### src/rtl/core/rbf_pkg.sv
// ring buffer fifo package: field widths, operation codes, controller states
// and the result record handed from the controller to the output register
// no dependencies
`timescale 1ns / 1ps
`default_nettype none

package rbf_pkg;

  localparam int unsigned DEPTH_DEFAULT = 64;
  localparam int unsigned DATA_W        = 32;
  localparam int unsigned OP_W          = 3;
  localparam int unsigned LEN_W         = 7;
  localparam int unsigned COUNT_W       = 6;
  localparam int unsigned LEN_RESET     = 64;
  localparam int unsigned LEN_MIN       = 2;

  typedef enum logic [OP_W-1:0] {
    OP_PUT      = 3'd0,
    OP_GET      = 3'd1,
    OP_PEEK     = 3'd2,
    OP_PEEK_ALL = 3'd3,
    OP_FLUSH    = 3'd4,
    OP_DISCARD  = 3'd5
  } rbf_op_e;

  typedef enum logic [0:0] {
    ST_IDLE = 1'b0,
    ST_READ = 1'b1
  } rbf_state_e;

  typedef struct packed {
    logic [DATA_W-1:0]  data;
    logic               valid_res;
    logic               last;
    logic               dropped;
    logic [COUNT_W-1:0] count;
    logic               full_res;
    logic               empty_res;
  } rbf_res_t;

endpackage

`default_nettype wire

### src/rtl/core/rbf_ram.sv
// ring buffer fifo word store: one write port, one read port, registered read
// depends on rbf_pkg
`timescale 1ns / 1ps
`default_nettype none

module rbf_ram
  import rbf_pkg::*;
#(
  parameter int unsigned BUFFER_DEPTH = DEPTH_DEFAULT,
  localparam int unsigned IDX_W = $clog2(BUFFER_DEPTH)
) (
  input  wire logic              clk_i,
  input  wire logic              we_i,
  input  wire logic [IDX_W-1:0]  waddr_i,
  input  wire logic [DATA_W-1:0] wdata_i,
  input  wire logic              re_i,
  input  wire logic [IDX_W-1:0]  raddr_i,
  output logic      [DATA_W-1:0] rdata_o
);

  logic [DATA_W-1:0] mem [BUFFER_DEPTH];
  logic [DATA_W-1:0] rdata_q;

  always_ff @(posedge clk_i) begin
    if (we_i) begin
      mem[waddr_i] <= wdata_i;
    end
  end

  always_ff @(posedge clk_i) begin
    if (re_i) begin
      rdata_q <= mem[raddr_i];
    end
  end

  assign rdata_o = rdata_q;

endmodule

`default_nettype wire

### src/rtl/core/rbf_ctrl.sv
// ring buffer fifo controller: indices, ring length, operation decode and
// the read sequencer for get, peek and dumps
// depends on rbf_pkg
`timescale 1ns / 1ps
`default_nettype none

module rbf_ctrl
  import rbf_pkg::*;
#(
  parameter int unsigned BUFFER_DEPTH = DEPTH_DEFAULT,
  localparam int unsigned IDX_W = $clog2(BUFFER_DEPTH)
) (
  input  wire logic              clk_i,
  input  wire logic              rst_ni,
  input  wire logic              ring_length_we_i,
  input  wire logic [LEN_W-1:0]  ring_length_i,
  input  wire logic              in_valid_i,
  output logic                   in_ready_o,
  input  wire logic [OP_W-1:0]   op_i,
  input  wire logic [DATA_W-1:0] value_i,
  input  wire logic              slot_free_i,
  output logic                   res_valid_o,
  output rbf_res_t               res_o,
  output logic                   we_o,
  output logic      [IDX_W-1:0]  waddr_o,
  output logic      [DATA_W-1:0] wdata_o,
  output logic                   re_o,
  output logic      [IDX_W-1:0]  raddr_o,
  input  wire logic [DATA_W-1:0] rdata_i
);

  localparam logic [LEN_W-1:0] LenMax = LEN_W'(BUFFER_DEPTH);
  localparam logic [LEN_W-1:0] LenMin = LEN_W'(LEN_MIN);

  rbf_state_e       state_q, state_d;
  logic [IDX_W-1:0] rd_q, rd_d;
  logic [IDX_W-1:0] wr_q, wr_d;
  logic [IDX_W-1:0] pos_q, pos_d;
  logic [IDX_W-1:0] rem_q, rem_d;
  logic [LEN_W-1:0] len_q, len_d;
  logic             consume_q, consume_d;

  function automatic logic [LEN_W-1:0] clamp_len(input logic [LEN_W-1:0] n);
    logic [LEN_W-1:0] r;
    r = n;
    if (r < LenMin) r = LenMin;
    if (r > LenMax) r = LenMax;
    return r;
  endfunction

  function automatic logic [IDX_W-1:0] advance(input logic [IDX_W-1:0] idx,
                                               input logic [LEN_W-1:0] n);
    logic [LEN_W-1:0] nxt;
    nxt = LEN_W'(idx) + LEN_W'(1);
    return (nxt >= n) ? '0 : nxt[IDX_W-1:0];
  endfunction

  function automatic logic [LEN_W-1:0] ring_count(input logic [IDX_W-1:0] w,
                                                  input logic [IDX_W-1:0] r,
                                                  input logic [LEN_W-1:0] n);
    logic [LEN_W-1:0] c;
    if (w >= r) c = LEN_W'(w) - LEN_W'(r);
    else        c = n - (LEN_W'(r) - LEN_W'(w));
    return c;
  endfunction

  logic             accept;
  logic             empty_now;
  logic             full_now;
  logic [IDX_W-1:0] pos_next;
  logic [LEN_W-1:0] cnt_after;
  logic [LEN_W-1:0] cnt_now;
  logic [DATA_W-1:0] res_data;
  logic             res_vld;
  logic             res_last;
  logic             res_drop;

  assign in_ready_o = (state_q == ST_IDLE) && slot_free_i && !ring_length_we_i;
  assign accept     = in_valid_i && in_ready_o;
  assign empty_now  = (rd_q == wr_q);
  assign full_now   = (advance(wr_q, len_q) == rd_q);
  assign pos_next   = advance(pos_q, len_q);
  assign cnt_now    = ring_count(wr_q, rd_q, len_q);

  always_comb begin
    state_d     = state_q;
    rd_d        = rd_q;
    wr_d        = wr_q;
    pos_d       = pos_q;
    rem_d       = rem_q;
    len_d       = len_q;
    consume_d   = consume_q;
    we_o        = 1'b0;
    re_o        = 1'b0;
    raddr_o     = rd_q;
    res_valid_o = 1'b0;
    res_data    = '0;
    res_vld     = 1'b0;
    res_last    = 1'b1;
    res_drop    = 1'b0;

    unique case (state_q)
      ST_IDLE: begin
        if (ring_length_we_i) begin
          len_d = clamp_len(ring_length_i);
          rd_d  = '0;
          wr_d  = '0;
        end else if (accept) begin
          unique case (rbf_op_e'(op_i))
            OP_PUT: begin
              res_valid_o = 1'b1;
              res_drop    = full_now;
              if (!full_now) begin
                we_o = 1'b1;
                wr_d = advance(wr_q, len_q);
              end
            end
            OP_GET, OP_PEEK: begin
              if (empty_now) begin
                res_valid_o = 1'b1;
              end else begin
                re_o      = 1'b1;
                pos_d     = rd_q;
                rem_d     = IDX_W'(1);
                consume_d = (rbf_op_e'(op_i) == OP_GET);
                state_d   = ST_READ;
              end
            end
            OP_PEEK_ALL, OP_FLUSH: begin
              if (empty_now) begin
                res_valid_o = 1'b1;
              end else begin
                re_o      = 1'b1;
                pos_d     = rd_q;
                rem_d     = cnt_now[IDX_W-1:0];
                consume_d = (rbf_op_e'(op_i) == OP_FLUSH);
                state_d   = ST_READ;
              end
            end
            OP_DISCARD: begin
              res_valid_o = 1'b1;
              rd_d        = wr_q;
            end
            default: begin
              res_valid_o = 1'b1;
            end
          endcase
        end
      end
      ST_READ: begin
        if (slot_free_i) begin
          res_valid_o = 1'b1;
          res_data    = rdata_i;
          res_vld     = 1'b1;
          res_last    = (rem_q == IDX_W'(1));
          if (consume_q) begin
            rd_d = pos_next;
          end
          if (rem_q == IDX_W'(1)) begin
            state_d = ST_IDLE;
          end else begin
            re_o    = 1'b1;
            raddr_o = pos_next;
            pos_d   = pos_next;
            rem_d   = rem_q - IDX_W'(1);
          end
        end
      end
      default: begin
        state_d = ST_IDLE;
      end
    endcase
  end

  assign waddr_o   = wr_q;
  assign wdata_o   = value_i;
  assign cnt_after = ring_count(wr_d, rd_d, len_q);

  always_comb begin
    res_o.data      = res_data;
    res_o.valid_res = res_vld;
    res_o.last      = res_last;
    res_o.dropped   = res_drop;
    res_o.count     = cnt_after[COUNT_W-1:0];
    res_o.full_res  = (cnt_after == len_q - LEN_W'(1));
    res_o.empty_res = (rd_d == wr_d);
  end

  always_ff @(posedge clk_i or negedge rst_ni) begin
    if (!rst_ni) begin
      state_q   <= ST_IDLE;
      rd_q      <= '0;
      wr_q      <= '0;
      pos_q     <= '0;
      rem_q     <= '0;
      len_q     <= clamp_len(LEN_W'(LEN_RESET));
      consume_q <= 1'b0;
    end else begin
      state_q   <= state_d;
      rd_q      <= rd_d;
      wr_q      <= wr_d;
      pos_q     <= pos_d;
      rem_q     <= rem_d;
      len_q     <= len_d;
      consume_q <= consume_d;
    end
  end

endmodule

`default_nettype wire

### src/rtl/core/ring_buffer_fifo_core.sv
// ring buffer fifo top level: controller, word store and output register
// depends on rbf_pkg, rbf_ram, rbf_ctrl
//
//   channel   direction  handshake                  payload
//   in        input      in_valid_i / in_ready_o    op_i, value_i
//   out       output     out_valid_o / out_ready_i  data_o .. empty_res_o
//   config    input      ring_length_we_i           ring_length_i
//
// put, discard and empty-ring reads are answered straight from the idle state
// get and peek one pass through the read state for the synchronous store read
// peek all and flush stay in the read state for one result per stored word
// the output register frees the input side as soon as out_ready_i is high
// reset empties the ring and sets the length to its maximum; no clearing pass
`timescale 1ns / 1ps
`default_nettype none

module ring_buffer_fifo_core
  import rbf_pkg::*;
#(
  parameter int unsigned BUFFER_DEPTH = DEPTH_DEFAULT
) (
  input  wire logic               clk_i,
  input  wire logic               rst_ni,
  input  wire logic               ring_length_we_i,
  input  wire logic [LEN_W-1:0]   ring_length_i,
  input  wire logic               in_valid_i,
  output logic                    in_ready_o,
  input  wire logic [OP_W-1:0]    op_i,
  input  wire logic [DATA_W-1:0]  value_i,
  output logic                    out_valid_o,
  input  wire logic               out_ready_i,
  output logic      [DATA_W-1:0]  data_o,
  output logic                    valid_res_o,
  output logic                    last_o,
  output logic                    dropped_o,
  output logic      [COUNT_W-1:0] count_o,
  output logic                    full_res_o,
  output logic                    empty_res_o
);

  localparam int unsigned IDX_W = $clog2(BUFFER_DEPTH);

  logic              we;
  logic [IDX_W-1:0]  waddr;
  logic [DATA_W-1:0] wdata;
  logic              re;
  logic [IDX_W-1:0]  raddr;
  logic [DATA_W-1:0] rdata;
  logic              slot_free;
  logic              res_valid;
  rbf_res_t          res;
  rbf_res_t          out_q;
  logic              out_valid_q, out_valid_d;

  rbf_ctrl #(
    .BUFFER_DEPTH(BUFFER_DEPTH)
  ) u_ctrl (
    .clk_i           (clk_i),
    .rst_ni          (rst_ni),
    .ring_length_we_i(ring_length_we_i),
    .ring_length_i   (ring_length_i),
    .in_valid_i      (in_valid_i),
    .in_ready_o      (in_ready_o),
    .op_i            (op_i),
    .value_i         (value_i),
    .slot_free_i     (slot_free),
    .res_valid_o     (res_valid),
    .res_o           (res),
    .we_o            (we),
    .waddr_o         (waddr),
    .wdata_o         (wdata),
    .re_o            (re),
    .raddr_o         (raddr),
    .rdata_i         (rdata)
  );

  rbf_ram #(
    .BUFFER_DEPTH(BUFFER_DEPTH)
  ) u_ram (
    .clk_i  (clk_i),
    .we_i   (we),
    .waddr_i(waddr),
    .wdata_i(wdata),
    .re_i   (re),
    .raddr_i(raddr),
    .rdata_o(rdata)
  );

  assign slot_free   = !out_valid_q || out_ready_i;
  assign out_valid_d = res_valid || (out_valid_q && !out_ready_i);

  always_ff @(posedge clk_i or negedge rst_ni) begin
    if (!rst_ni) begin
      out_valid_q <= 1'b0;
    end else begin
      out_valid_q <= out_valid_d;
    end
  end

  always_ff @(posedge clk_i) begin
    if (res_valid) begin
      out_q <= res;
    end
  end

  assign out_valid_o = out_valid_q;
  assign data_o      = out_q.data;
  assign valid_res_o = out_q.valid_res;
  assign last_o      = out_q.last;
  assign dropped_o   = out_q.dropped;
  assign count_o     = out_q.count;
  assign full_res_o  = out_q.full_res;
  assign empty_res_o = out_q.empty_res;

endmodule

`default_nettype wire
### config.mk
export PLATFORM = sky130hd
export DESIGN_NAME = ring_buffer_fifo_core
export DESIGN_NICKNAME = d
export VERILOG_FILES = /design/src/rtl/core/rbf_pkg.sv /design/src/rtl/core/rbf_ram.sv /design/src/rtl/core/rbf_ctrl.sv /design/src/rtl/core/ring_buffer_fifo_core.sv
export SDC_FILE = /design/constraint.sdc
export NUM_CORES = 2
export LEC_CHECK = 0
export ABC_AREA = 1
export BUFFER_PORTS_ARGS = -buffer_cell sky130_fd_sc_hd__buf_2
export CAP_MARGIN = 10
export CORE_MARGIN = 1.5
export CORE_UTILIZATION = 61
export DETAILED_ROUTE_END_ITERATION = 10
export PLACE_DENSITY = 0.77
export RECOVER_POWER = 100
export SLEW_MARGIN = 20
export SYNTH_ARGS = -nofsm -noshare
export SYNTH_HDL_FRONTEND = slang
export SYNTH_HIERARCHICAL = 1
export SYNTH_SLANG_ARGS = --single-unit
### constraint.sdc
create_clock -name clk_i -period 8.85 [get_ports clk_i]
set_input_delay 0 -clock clk_i [delete_from_list [all_inputs] [get_ports clk_i]]
set_output_delay 0 -clock clk_i [all_outputs]
set_load 0.005 [all_outputs]
Word-level counts from Yosys, hierarchy flattened
Memory sizes are Yosys's and may differ from the RTL's. A register that Yosys moved wholly into a read port is not among the register bits.
Cells that the tools add are included.
{ "classes": {"n_addsub": 10, "magnitude_cmp": 6, "n_eq_ne": 21, "mux": 62, "bitwise": 4, "reduce_logical": 20} }
{ "ops": {"columns": ["operator", "count"], "rows": [
  ["2-to-1 mux 6 bit", 28],
  ["case mux 6 bit (2 select lines)", 4],
  ["2-to-1 mux 7 bit", 5],
  ["2-to-1 mux 1 bit", 21],
  ["equality test 6 bit", 3],
  ["subtractor 6 bit", 3],
  ["adder 6 x 1 -> 7 bit (second input constant)", 2],
  ["greater-or-equal comparator 7 bit", 2],
  ["subtractor 6 x 6 -> 7 bit", 2],
  ["greater-or-equal comparator 6 bit", 2],
  ["!= test 2 bit (second input constant)", 6],
  ["AND reduction 6 bit", 2],
  ["!= test 3 bit (second input constant)", 3],
  ["case mux 1 bit (2 select lines)", 4],
  ["OR reduction 4 bit", 2],
  ["equality test 7 bit", 1],
  ["greater-than comparator 7 bit (second input constant)", 1],
  ["less-than comparator 7 x 2 -> 1 bit (second input constant)", 1],
  ["AND reduction 7 bit", 1],
  ["subtractor 7 x 1 -> 7 bit (second input constant)", 1],
  ["subtractor 7 bit", 1],
  ["equality test 3 x 2 -> 1 bit (second input constant)", 2],
  ["equality test 3 bit (second input constant)", 2],
  ["equality test 6 x 1 -> 1 bit (second input constant)", 1],
  ["11 further kinds", 23]
]} }
{ "word_totals": {"regBits": 77, "mem_bits_rw": 2048, "inputBits": 47, "out_inout_bits": 45, "word_cells": 139, "n_memories": 1} }
{ "mem_list": {"columns": ["memory", "depth", "width", "read_ports", "rd_ports_with_merged_regs", "wr", "line_no", "text"], "rows": [
  ["u_ram.mem", 64, 32, 1, 1, 1, "rbf_ram.sv:21", "logic [DATA_W-1:0] mem [BUFFER_DEPTH];"]
]} }

Logic depth before layout (Yosys ltp)
{ "logic_depth": {"depth_word": 13, "ltp_mapped": 34, "ltp_nobuf": 33} }

Hierarchy
Netlist, hierarchy kept.
{ "modules_own_cells": {"columns": ["mod", "instances", "cells_per_inst", "area_per_inst_um2", "seq_area_each_um2"], "rows": [
  ["rbf_ram", 1, 6787, 83109.7, 62459.9],
  ["rbf_ctrl", 1, 702, 4654.5, 827.0],
  ["ring_buffer_fifo_core", 1, 48, 1336.3, 1316.3]
]} }

Worst setup path after synthesis
Ideal clock, no wire load.
{ "synth_path": {"kind": "register to register", "start": "register u_ctrl.wr_q[0] (netlist: u_ctrl/waddr_o[0])", "end": "memory u_ram.mem[40][0], enable pin", "setup_ps": 421, "t_arrival_ps": 4142, "required_time_ps": 8429, "setup_slack_ps": 4287, "stages_incl_launch_ff": 18, "n_path_buf": 1, "synth_period_minus_slack_ps": 4563, "path_cell_list": "dfrtp_1 -> ha_1 -> nand4_1 -> nand2_1 -> inv_2 -> ha_1 -> nand2_1 -> nand2_1 -> a21oi_4 -> nand4_1 -> nand2_1 -> nor2_1 -> nand3_4 -> nand2_4 -> inv_2 -> clkbuf_1 -> nand3_1 -> nor2_1"} }
{ "synth_via": {"elab_chain_len": 11} }
{ "synth_rtl": {"columns": ["item", "line_no", "text"], "rows": [
  ["start, declared", "rbf_ctrl.sv:37", "logic [IDX_W-1:0] wr_q, wr_d;"],
  ["start signal, assigned", "rbf_ctrl.sv:201", "wr_q <= wr_d;"],
  ["adder 6 x 1 -> 7 bit *", "rbf_ctrl.sv:54", "nxt = LEN_W'(idx) + LEN_W'(1);"],
  ["greater-or-equal comparator 7 bit", "rbf_ctrl.sv:55", "return (nxt >= n) ? '0 : nxt[IDX_W-1:0];"],
  ["2-to-1 mux 6 bit *", "rbf_ctrl.sv:55", null],
  ["equality test 6 bit *", "rbf_ctrl.sv:81", "assign full_now = (advance(wr_q, len_q) == rd_q);"],
  ["2-to-1 mux 1 bit *", "rbf_ctrl.sv:113", "if (!full_now) begin"],
  ["2-to-1 mux 1 bit *", "rbf_ctrl.sv:109", "unique case (rbf_op_e'(op_i))"],
  ["2-to-1 mux 1 bit *", "rbf_ctrl.sv:108", "end else if (accept) begin"],
  ["2-to-1 mux 1 bit *", "rbf_ctrl.sv:104", "if (ring_length_we_i) begin"],
  ["2-to-1 mux 1 bit *", "rbf_ctrl.sv:102", "unique case (state_q)"],
  ["net we", "ring_buffer_fifo_core.sv:43", "logic we;"],
  ["2-to-1 mux 1 bit *", "rbf_ram.sv:25", "if (we_i) begin"],
  ["2-to-1 mux 1 bit (not written as such) *", "rbf_ram.sv:26", "mem[waddr_i] <= wdata_i;"],
  ["end, declared", "rbf_ram.sv:21", null]
]} }
The timed path passes the listed nets; every way through them passes the cells marked *.

Worst setup path after layout
{ "layout_path": {"start": "register u_ctrl.pos_q[0]", "end": "register u_ram.rdata_q[24] (netlist: u_ram/rdata_o[24]), read port of u_ram.mem, data pin"} }
{ "layout_via": {"elab_chain_len": 6} }
{ "layout_rtl": {"columns": ["item", "line_no", "text"], "rows": [
  ["start, declared", "rbf_ctrl.sv:38", "logic [IDX_W-1:0] pos_q, pos_d;"],
  ["start signal, assigned", "rbf_ctrl.sv:202", "pos_q <= pos_d;"],
  ["adder 6 x 1 -> 7 bit *", "rbf_ctrl.sv:54", null],
  ["greater-or-equal comparator 7 bit", "rbf_ctrl.sv:55", null],
  ["2-to-1 mux 6 bit *", "rbf_ctrl.sv:55", null],
  ["2-to-1 mux 6 bit *", "rbf_ctrl.sv:159", "if (rem_q == IDX_W'(1)) begin"],
  ["2-to-1 mux 6 bit *", "rbf_ctrl.sv:151", "if (slot_free_i) begin"],
  ["2-to-1 mux 6 bit *", "rbf_ctrl.sv:102", null],
  ["net raddr[1]", "ring_buffer_fifo_core.sv:47", "logic [IDX_W-1:0] raddr;"],
  ["end, declared", "rbf_ram.sv:22", "logic [DATA_W-1:0] rdata_q;"]
]} }
Marks and branches as above.
A chain may end at the register's enable or synchronous reset.

==> results.cfg <==
[status]
outcome = finished, violations left
violations = capacitance limit, slew limit

[placement]
gp_congestion = 0.8663
dpl.hpwl_mm = 127.9
place_area_mm2 = 0.09126
io_buffer_count = 91

[synth]
synth_area_leaders = edfxtp_1, nand3_1, nand2_1, buf_2, dfrtp_1
synth_fp_nets = 7641
ys_seq_area_share_pct = 72.51
synth-seq-cells = 2157
avgSynthCellArea_um2 = 11.82
syn_area_mm2 = 0.08910
synthCells = 7537
ys_types = 45
yosysTopAreaCell = edfxtp_1
ys.warnings.count = 6
synth_top_area_share_pct = 71.55

[setup_path]
r2r_end = u_ram/rdata_o[24]$_DFFE_PP_
r2r_start = u_ctrl/pos_q[0]$_DFFE_PN0P_
crit_type = flip-flop to flip-flop
startpoint_type = flip-flop
path_depth = 23
cp_data_arrival_time_ns = 7.94
crit_family = buffers and inverters
path_common_cell = nand3_1
worstPathMaxFanout = 127
critPathRequiredTime_ns = 9.44
reg2regPathDepth = 23
r2r_slack_ns = 1.50
crit_buf_inv = 5
crit_chain = ha_1 > nand2_1 > inv_1 > nand2_1 > xor2_1 > inv_1 > ha_1 > a21oi_1 > nor2_1 > a211oi_1 > nand3_1 > inv_1 > nand3_1 > o22ai_4 > clkbuf_4 > clkbuf_2 > nand3_1 > nand3_1 > nand3_1 > nand3_1 > nand2_1 > nand2_1 > nand2_1
startpoint = u_ctrl/pos_q[0]$_DFFE_PN0P_
endpoint_kind = flip-flop
slowest_delay_ns = 1.49
critPathSlowestCell = clkbuf_2

[sta]
tightestPinTransition_ns = 3.804
max_freq_mhz = 136.0
slew_headroom_pct = -153.6
maxSlewViolCount = 4144
rsz0062_at_grt = false
finClkSkew_ns = 0.03556
setup_viol = 0
fin_setup_tns_ns = 0
post-route-period-util_pct = 83.06
hold_viol_final = 0
period_minus_slack_ns = 7.350

[final_layout]
final_area_mm2 = 0.09792
fin_nets = 7656
final_util_pct = 67.35
fillers = 9923
area_delta_synth_final_pct = 9.893
layout-drive-gt1-share_pct = 6.054
multi_input_area_mm2 = 0.02173
regArea_mm2 = 0.06460

[global_routing]
antenna_found_initial = 10
grt_overflow = 0
grt_pass1_vias = 58620
grt_max_degree = 252
grt_pass1_wl_mm = 368.6
grt_use_total_pct = 33.93

[min_path]
min_to = out_valid_o$_DFF_PN0_
hold_path.class = primary input to flip-flop
min_from = out_ready_i
whs_path_depth = 5

[clock_network]
cts_buffer_depth = 3
cts_setup_buffers = 0
cts_buffers = 206
cts_max_level = 4
clock_latency_ns = 0.85
cts_resized = 0
cts_tree = done
cts_root_buf = clkbuf_16
clk_pin_slew_ns = 0.06
cts_hold_buf = 71
cts_sinks = 2157

[detailed_routing]
vias = 61440
drc_errors = 0
post_drt_via_cell_ratio = 6.367
final_antenna_net_count = 0
drt_iter0_markers = 10260
routed_wl_mm = 252.3
drt-pass1-iter-count = 7
wl_per_cell_um = 26.14

[job]
drv_cap = 98

[floorplanning]
io_pins = 92
core_mm2 = 0.1454
fp-row-count = 140
start_util_pct = 61.28
die-area_mm2 = 0.1484
die_y_um = 385.2
die_w_um = 385.2
[worst min-delay path: cells and delay by family]
family                 cells  cell delay [ns]
AND/OR/NAND/NOR            2             0.23
buffers and inverters      3             0.69
[through the flow]
step,hold WS [ns],setup slack [ns],instances
finish,0.1453,1.500,9649
global route,0.1707,1.168,9647
CTS,0.03159,2.927,9646
detailed placement,0.1396,2.933,9189
global placement,0.1300,2.968,9186
floorplan,-0.2956,4.287,7537
[logic make-up after synthesis]
| family | count (synthesis) | synth area share (%) |
|---|---|---|
| flops | 2157 | 72.51 |
| simple gates | 4551 | 22.13 |
| xor+xnor | 26 | 0.2556 |
| fa+ha+maj | 57 | 0.9100 |
| compound gates | 104 | 0.6713 |
| buf+inv | 642 | 3.523 |
[per-layer routing]
layer	routed length, um	GRT usage, %	vias to the layer above
met5	71	0	-
li1	-	-	26610
met3	35510	7.591	763
met4	12840	15.50	10
met2	114600	52.33	4670
met1	89270	46.56	29390
[worst max-delay path by stage]
stage | endpoint | slack, ns
floorplan | u_ram/mem[40][0]$_DFFE_PP_ | 4.29
global placement | u_ram/rdata_o[17]$_DFFE_PP_ | 2.97
detailed placement | u_ram/rdata_o[17]$_DFFE_PP_ | 2.93
CTS | u_ram/rdata_o[17]$_DFFE_PP_ | 2.93
global route | u_ram/mem[32][4]$_DFFE_PP_ | 1.17
finish | u_ram/rdata_o[24]$_DFFE_PP_ | 1.50
[synthesized netlist by cell type, drive strengths merged]
| master | number |
|---|---|
| xnor2 | 11 |
| nor3 | 17 |
| fa | 13 |
| o22ai | 10 |
| o21ai | 27 |
| a31oi | 5 |
| buf | 399 |
| nand2 | 2404 |
| edfxtp | 2123 |
| or2 | 10 |
| dfstp | 1 |
| ha | 44 |
| nor3b | 1 |
| o211ai | 5 |
| nor2 | 146 |
| a41oi | 1 |
| nor4 | 1 |
| nand3 | 1955 |
| a21boi | 1 |
| xor2 | 15 |
| a211oi | 1 |
| clkbuf | 92 |
| dfrtp | 33 |
| nand4 | 11 |
| a21oi | 51 |
| inv | 151 |
| nand3b | 6 |
| a22oi | 3 |
[flip-flops by register name (all words and copies together) (netlist names), 6 cells and up]
name            flops
u_ctrl/waddr_o      6
u_ctrl/pos_q        6
count_o             6
u_ram/rdata_o      32
u_ctrl/rem_q        6
u_ram/mem        2048
u_ctrl/len_q        7
data_o             32
u_ctrl/rd_q         6
[area by class of cell]
type | instances | area share, %
Inverter | 151 | 0.6223
Multi-Input combinational cell | 4738 | 22.19
Clock buffer | 254 | 5.557
Tap cell | 1917 | 2.450
Timing Repair Buffer | 298 | 2.053
Sequential cell | 2157 | 65.98
Clock inverter | 132 | 1.140
Antenna cell | 2 | 0.005111
[cell usage in the layout, fill, tap and decap left out, drive strengths merged, types with 2 or more instances in the layout]
| cell | netlist | final |
|---|---|---|
| inv | 151 | 160 |
| edfxtp | 2123 | 2123 |
| nand3b | 6 | 6 |
| clkinvlp | 0 | 6 |
| buf | 399 | 91 |
| o22ai | 10 | 10 |
| bufinv | 0 | 16 |
| a31oi | 5 | 5 |
| xnor2 | 11 | 11 |
| or2 | 10 | 10 |
| nor2 | 146 | 146 |
| o21ai | 27 | 27 |
| nor3 | 17 | 17 |
| nand4 | 11 | 11 |
| clkinv | 0 | 101 |
| o211ai | 5 | 5 |
| nand3 | 1955 | 1955 |
| dfrtp | 33 | 33 |
| a21oi | 51 | 51 |
| a22oi | 3 | 3 |
| dlygate4sd3 | 0 | 70 |
| nand2 | 2404 | 2404 |
| diode | 0 | 2 |
| xor2 | 15 | 15 |
| fa | 13 | 13 |
| clkbuf | 92 | 391 |
| ha | 44 | 44 |
Power is not shown: default switching activity piles up to over one toggle a cycle in this logic, so the estimate is an artifact.
